===== src/sv/msrc_pkg.sv =====
// msrc_pkg: shared types, constants and the crc-16 byte step for the modbus reply checker
// no dependencies; used by the channel interfaces and every module of the block
`default_nettype none

package msrc_pkg;

	// result status codes
	typedef enum logic [1:0] {
		STATUS_OK        = 2'd0,
		STATUS_ADDR_ERR  = 2'd1,
		STATUS_CRC_ERR   = 2'd2,
		STATUS_RX_FAILED = 2'd3
	} status_t;

	typedef struct packed {
		status_t            status;
		logic [15:0]        humidity;
		logic signed [15:0] temperature;
		logic [15:0]        noise;
	} result_t;

	localparam logic [15:0] CRC_INIT = 16'hFFFF;
	localparam logic [15:0] CRC_POLY = 16'hA001;

	// byte positions inside the reply
	localparam int CRC_SPAN    = 29;
	localparam int HUM_HI_POS  = 3;
	localparam int HUM_LO_POS  = 4;
	localparam int TEMP_HI_POS = 5;
	localparam int TEMP_LO_POS = 6;
	localparam int NOISE_HI_POS = 27;
	localparam int NOISE_LO_POS = 28;

	// one byte through the reflected modbus crc
	function automatic logic [15:0] crc_byte(input logic [15:0] crc_in, input logic [7:0] data);
		logic [15:0] crc;
		crc = crc_in ^ {8'h00, data};
		for (int k = 0; k < 8; k++) begin
			if (crc[0]) begin
				crc = (crc >> 1) ^ CRC_POLY;
			end else begin
				crc = crc >> 1;
			end
		end
		return crc;
	endfunction

endpackage

`default_nettype wire


===== src/sv/msrc_result_buf.sv =====
// msrc_result_buf: output register plus skid stage for result items
// depends on msrc_pkg for result_t
`default_nettype none

module msrc_result_buf (
	input  wire                logic clk,
	input  wire                logic arst_n,
	input  wire                logic push,
	input  msrc_pkg::result_t  push_data,
	output logic               push_ready,
	output logic               out_valid,
	input  wire                logic out_ready,
	output msrc_pkg::result_t  out_data
);

	logic              out_valid_q;
	logic              skid_valid_q;
	msrc_pkg::result_t out_data_q;
	msrc_pkg::result_t skid_data_q;
	logic              pop;

	assign pop        = out_valid_q && out_ready;
	assign push_ready = !skid_valid_q;
	assign out_valid  = out_valid_q;
	assign out_data   = out_data_q;

	always_ff @(posedge clk or negedge arst_n) begin
		if (!arst_n) begin
			out_valid_q  <= 1'b0;
			skid_valid_q <= 1'b0;
		end else if (skid_valid_q) begin
			if (pop) begin
				skid_valid_q <= 1'b0;
			end
		end else if (push) begin
			if (!out_valid_q || pop) begin
				out_valid_q <= 1'b1;
			end else begin
				skid_valid_q <= 1'b1;
			end
		end else if (pop) begin
			out_valid_q <= 1'b0;
		end
	end

	always_ff @(posedge clk) begin
		if (skid_valid_q) begin
			if (pop) begin
				out_data_q <= skid_data_q;
			end
		end else if (push) begin
			if (!out_valid_q || pop) begin
				out_data_q <= push_data;
			end else begin
				skid_data_q <= push_data;
			end
		end
	end

endmodule

`default_nettype wire


===== config.mk =====
export PLATFORM = sky130hd
export DESIGN_NAME = msrc_result_buf
export DESIGN_NICKNAME = d
export VERILOG_FILES = /design/src/sv/msrc_pkg.sv /design/src/sv/msrc_result_buf.sv
export SDC_FILE = /design/constraint.sdc
export NUM_CORES = 1
export LEC_CHECK = 0
export ABC_CLOCK_PERIOD_IN_PS = 2800
export BUFFER_PORTS_ARGS = -buffer_cell sky130_fd_sc_hd__buf_4
export CORE_MARGIN = 5
export CORE_UTILIZATION = 35
export CTS_BUF_LIST = sky130_fd_sc_hd__clkbuf_4 sky130_fd_sc_hd__clkbuf_8 sky130_fd_sc_hd__clkbuf_16
export DETAILED_ROUTE_END_ITERATION = 12
export HOLD_SLACK_MARGIN = 0.02
export PLACE_DENSITY = 0.56
export SLEW_MARGIN = 20
export SYNTH_ARGS = -nofsm -noshare
export SYNTH_HDL_FRONTEND = slang
export SYNTH_SLANG_ARGS = --single-unit

===== constraint.sdc =====
create_clock -name clk -period 2.8 [get_ports clk]
set_input_delay 0.42 -clock clk [delete_from_list [all_inputs] [get_ports clk]]
set_output_delay 0.42 -clock clk [all_outputs]
set_load 0.05 [all_outputs]

After elaboration in Yosys (flattened, before gate mapping)
Index checks and enable logic that the tools add are counted.
{"block": "op_classes", "bitwise": 2, "mux": 11, "n_reduce_logical": 10, "n_eq_ne": 2}
{"op": "$mux W50", "n": 4}
{"op": "$reduce_and A3 Y1", "n": 3}
{"op": "$mux W1", "n": 7}
{"op": "$reduce_bool A2 Y1", "n": 3}
{"op": "$ne A2 B1 Y1 const B", "n": 2}
{"op": "$logic_not A1 Y1", "n": 2}
{"op": "$not A1 Y1", "n": 2}
{"op": "$logic_and A1 B1 Y1", "n": 1}
{"op": "$logic_or A1 B1 Y1", "n": 1}
{"block": "totals", "reg_bits": 102, "inputBits": 54, "word_cells": 35, "output_inout_bits": 52}

Logic depth before layout (Yosys ltp)
{"block": "depth", "depth_word": 5, "mapped_depth": 4, "ltp_nobuf": 2}

Least setup slack after synthesis
No wires, ideal clock.
{"block": "synth_timing", "path_kind": "register -> register", "start": "reg out_valid_q (netlist: out_valid)", "end": "reg out_data_q, in the netlist out_data[0] (enable)", "setup_time_ns": 0.411, "t_arrival_ns": 2.080, "path_buffers": 0, "synth_period_minus_slack_ns": 2.491, "stages_incl_launch_ff": 3, "slack_ns": 0.309, "t_required_ns": 2.389, "path_cell_list": "dfrtp_1 > and2_1 > o22a_1"}
{"block": "synth_between", "elab_chain_cells": 4, "elab_cells_between_ends": 6, "cone_classes": "1 x eq/ne; 5 x reduce/logical"}
{"element": "from (decl)", "line": "msrc_result_buf.sv:16", "text": "logic out_valid_q;"}
{"element": "from (signal assigned)", "line": "msrc_result_buf.sv:29", "text": "out_valid_q <= 1'b0;"}
{"element": "from (signal assigned)", "line": "msrc_result_buf.sv:37", "text": "out_valid_q <= 1'b1;"}
{"element": "from (signal assigned)", "line": "msrc_result_buf.sv:42", "text": "out_valid_q <= 1'b0;"}
{"element": "$logic_not A1 Y1 / $logic_and A1 B1 Y1 (equally long branches)", "line": "msrc_result_buf.sv:52, msrc_result_buf.sv:22"}
{"element": "$logic_or A1 B1 Y1", "line": "msrc_result_buf.sv:52", "text": "if (!out_valid_q || pop) begin"}
{"element": "$reduce_bool A2 Y1 (no source line)"}
{"element": "$reduce_and A3 Y1 (no source line) (*)"}
{"element": "to (signal assigned)", "line": "msrc_result_buf.sv:49", "text": "out_data_q <= skid_data_q;"}
{"element": "to (signal assigned)", "line": "msrc_result_buf.sv:53", "text": "out_data_q <= push_data;"}
{"element": "to (decl)", "line": "msrc_result_buf.sv:18", "text": "msrc_pkg::result_t out_data_q;"}
Mark *: on every way between the ends. The rest lies on a longest branch, timed or not.
A chain may end at the register's enable or synchronous reset.

Worst setup path after layout
{"block": "layout_timing", "start": "reg skid_valid_q", "end": "reg out_data_q, in the netlist out_data[45] (data pin)"}
{"block": "layout_between", "elab_chain_cells": 1}
{"element": "from (decl)", "line": "msrc_result_buf.sv:17", "text": "logic skid_valid_q;"}
{"element": "from (signal assigned)", "line": "msrc_result_buf.sv:30", "text": "skid_valid_q <= 1'b0;"}
{"element": "from (signal assigned)", "line": "msrc_result_buf.sv:33", "text": "skid_valid_q <= 1'b0;"}
{"element": "from (signal assigned)", "line": "msrc_result_buf.sv:39", "text": "skid_valid_q <= 1'b1;"}
{"element": "$mux W50", "line": "msrc_result_buf.sv:47", "text": "if (skid_valid_q) begin"}
Every way passes these cells.

==> impl.org <==
** Run status
- Status :: finished clean

** Die
- The floorplan has 38 rows.
- Core area :: 10800 sq um
- Chip Height :: 115 um
- Starting Density :: 35.7%
- # IOs :: 106
- Die width :: 115 um
- Overall die area :: 13300 sq um

** Drt
- Summing over every cut layer, the via total after detailed routing is 1867.
- In the routed design, unresolved DRC markers number 0.
- In the routed layout, each cell is associated on average with a via count of 4.38.
- The pre-antenna-repair detailed-routing pass consisted of 4 iterations.
- After detailed routing, the average wire length per cell comes to 16.2 um.
- Remaining antenna violation count :: 0
- Summed over all layers, the routed wires come to 6.92 mm.
- After the first detailed-routing iteration, the DRC count stood at 115.

** Critical path
- By startpoint and endpoint, the worst setup path is classified as flop to flop.
- For the worst setup path, the data required time is 2.93 ns.
- Kind of start point of the critical path :: flop
- CP Buf/Inv Count :: 1
- Delay of the slowest critical-path stage :: 0.79 ns
- The largest individual stage delay along the critical path comes from the cell dfrtp_4.
- In this run the worst path has a maximum fanout of 37.
- Top Family by Delay on Critical Path :: flip-flops
- Worst endpoint data arrival time :: 2.02 ns
- STA classifies the critical path endpoint as a flop.
- Cells traversed along the worst timing path :: buf_4 -> mux2_2

** Timing
- The number of slew-limit violations in the final report was 0.
- Slew Limit Headroom :: 61.7%
- For the pin with the worst max-slew slack, the measured transition is 0.575 ns.
- The hold violation count in the final report is 0.
- Final setup violation count :: 0
- Crit share post-route :: 67.7%
- Unrepaired setup endpoints after global routing :: false
- Final-layout setup total negative slack :: 0 ns
- Final critical-path setup slack :: 0.905 ns
- Between clock sinks in the finished design, the worst skew comes to 0.0161 ns.
- For this run, the top clock speed supported by timing is 0.528 GHz.
- Final critical delay including setup and external delays :: 1.90 ns

** Synth
- Most used flip-flop cell after synthesis :: edfxtp_1
- In the synthesized netlist the async set-or-reset flop fraction comes to 1.96%.
- Syn nets :: 221
- Of the post-synthesis cell area, the part taken by muxes is 18.0%.
- Dividing the synthesized area by the synthesized cell count gives 23.2 sq um.
- Of all cell types, the one taking the most synthesized area is edfxtp_1.
- Ranked by total cell area, the synthesized netlist is headed by edfxtp_1, mux2_4, mux2_2.
- The synthesized netlist devotes 0% of its cell area to adder and majority cells.
- Top cell type's share of synthesized area :: 77.6%
- Cell count after synthesis :: 167
- Of the total synthesized cell area, the portion taken by AND, OR, NAND and NOR gates is 0.841%.
- Fraction of the mapped netlist area in compound gates :: 0.582%
- The cell area that synthesis handed to floorplanning was 3870 sq um.
- Yosys warnings :: 0
- Fraction of the yosys area taken by sequential cells :: 78.9%
- Number of distinct library cells after synthesis :: 14
- XOR/XNOR Fraction of Synth Area :: 0%
- Number of synthesized flops with an enable pin :: 100
- The synthesized design contains 102 register bits.
- After synthesis, the largest family of logic cells by area is multiplexers.

** Pwr
- Combinational power share :: 41.5%
- For this design the total switching power over the nets is 2.25 mW.
- Sw Share :: 39.8%
- IR analysis of the VDD net gives a maximum drop of 878 uV.
- Leakage Power :: 1.93 nW
- Power density over the cells :: 1130 nW/um^2
- Sequential power share :: 43.3%
- Internal power comes to 3.41 mW.
- Clock network fraction of design power :: 15.2%

** GRT
- Number of global-route vias before repair :: 2008
- Pin count of the biggest net entering global routing :: 51
- The initial antenna violation count is 0.
- Global route overflow :: 0
- Global-route wire length before repair :: 10.5 mm
- Total GRT Usage :: 10.6%

** Clock tree
- The clock tree synthesis step divided the H-tree into 3 levels.
- The clock reaches the later pin of the worst-skew pair after 0.37 ns.
- The number of clock buffers added by TritonCTS is 9.
- Clock-pin slew was measured on the worst setup and hold paths at 0.11 ns.
- Gates resized during post-CTS repair numbered 0.
- The clock net in this run drives a total of 102 sinks.
- In this run the clock root is driven by a clkbuf_8.
- CTS tree :: yes
- Number of buffers on the longest clock path :: 2

** Min path
- Worst hold-check path type :: input port to flop

** Final layout
- Leaving out fill and tap cells, the most frequent cells in the layout are buf_4, edfxtp_1, mux2_4, mux2_2, clkbuf_8.
- Antenna diode count :: 0
- Area growth, synth to finish :: 29.6%
- Of the cells placed in the final design, the portion with a size suffix greater than 1 is 62.2%.
- Commonest non-fill, non-tap cell in the layout :: buf_4
- In the final design database the tool counted 335 nets.

** Run
- The tool flagged a number of max-cap violations equal to 0.

** Placement
- Worst slack, placed :: 0.876 ns
- Final weighted congestion of routability-driven global placement :: 0.701
- In this run the tool buffered the top-level ports with 105 buffer cells.
final cells by class:
type                       instances  area, sq um
tap                              140          175
sequential                       102         3060
timing repair buffer             109          846
inverter                           1         3.75
clock buffer                       9          124
fill                             961         5830
clock inverter                     7         57.6
multi-input combinational         58          751
cell usage after synthesis (2+ instances only):
cell type,count
edfxtp_1,100
nor2_1,2
buf_6,5
dfrtp_1,2
mux2_4,35
mux2_2,15
power by group through the flow:
stage	sequential, mW	clock [mW]	combinational (mW)
final	2.45	0.863	2.35
after global routing	2.51	0.947	2.45
after CTS	2.47	0.897	2.39
after detailed placement	2.50	0	2.39
after global placement	2.50	0	2.37
after floorplan	3.39	0	0.826
cell families after synthesis:
logic type / after synthesis
compound gates: 3
buf+inv: 7
flops: 102
simple gates: 5
mux: 50
path summary, 6_finish.rpt:
path	to	slack (ns)	cells after the start	startpoint
max in group asynchronous	skid_valid_q$_DFF_PN0_	2.33	2	arst_n
worst min register to register	out_data[31]$_DFFE_PP_	0.55	1	skid_data_q[31]$_DFFE_PP_
min in group asynchronous	skid_valid_q$_DFF_PN0_	0.37	2	arst_n
worst max register to register	out_data[45]$_DFFE_PP_	0.90	2	skid_valid_q$_DFF_PN0_
worst max-delay path	out_data[45]$_DFFE_PP_	0.90	2	skid_valid_q$_DFF_PN0_
worst min-delay path	skid_data_q[15]$_DFFE_PP_	0.23	1	push_data[15]
flip-flops by register name, summed over array words and instances (netlist names):
signal and cells:
skid_valid_q 1, out_data 50, skid_data_q 50, out_valid 1
layer usage:
metal  routed length, um  up-vias  GRT usage (%)
met5                   0        -              0
met2                3350       66           17.0
met4                 155        0           4.93
met3                 480       14           2.47
li1                    -      890              -
met1                2930      897           13.8
metrics by stage:
step                      instances  power (mW)  instance area [sq um]  hold WS (ns)  util [%]
final                           426        5.67                   5010         0.230      46.2
after global routing            426        5.91                   5010         0.205      46.2
after CTS                       426        5.76                   5010         0.211      46.2
after detailed placement        409        4.89                   4820         0.205      44.5
after global placement          409        4.87                   4820         0.205      44.5
after floorplan                 167        4.22                   3870         0.124         -
worst reg2reg max path: cells and delay by family, from the launching register on:
| family | cells | cell delay [ns] |
|---|---|---|
| buf+inv | 1 | 0.49 |
| flops | 1 | 0.79 |
| mux | 1 | 0.39 |
repair_timing:
action	CTS	global route
hold endpoints to repair	2	0
hold buffers	1	0
buffers inserted	0	0
(Power assumes the default switching activity.)
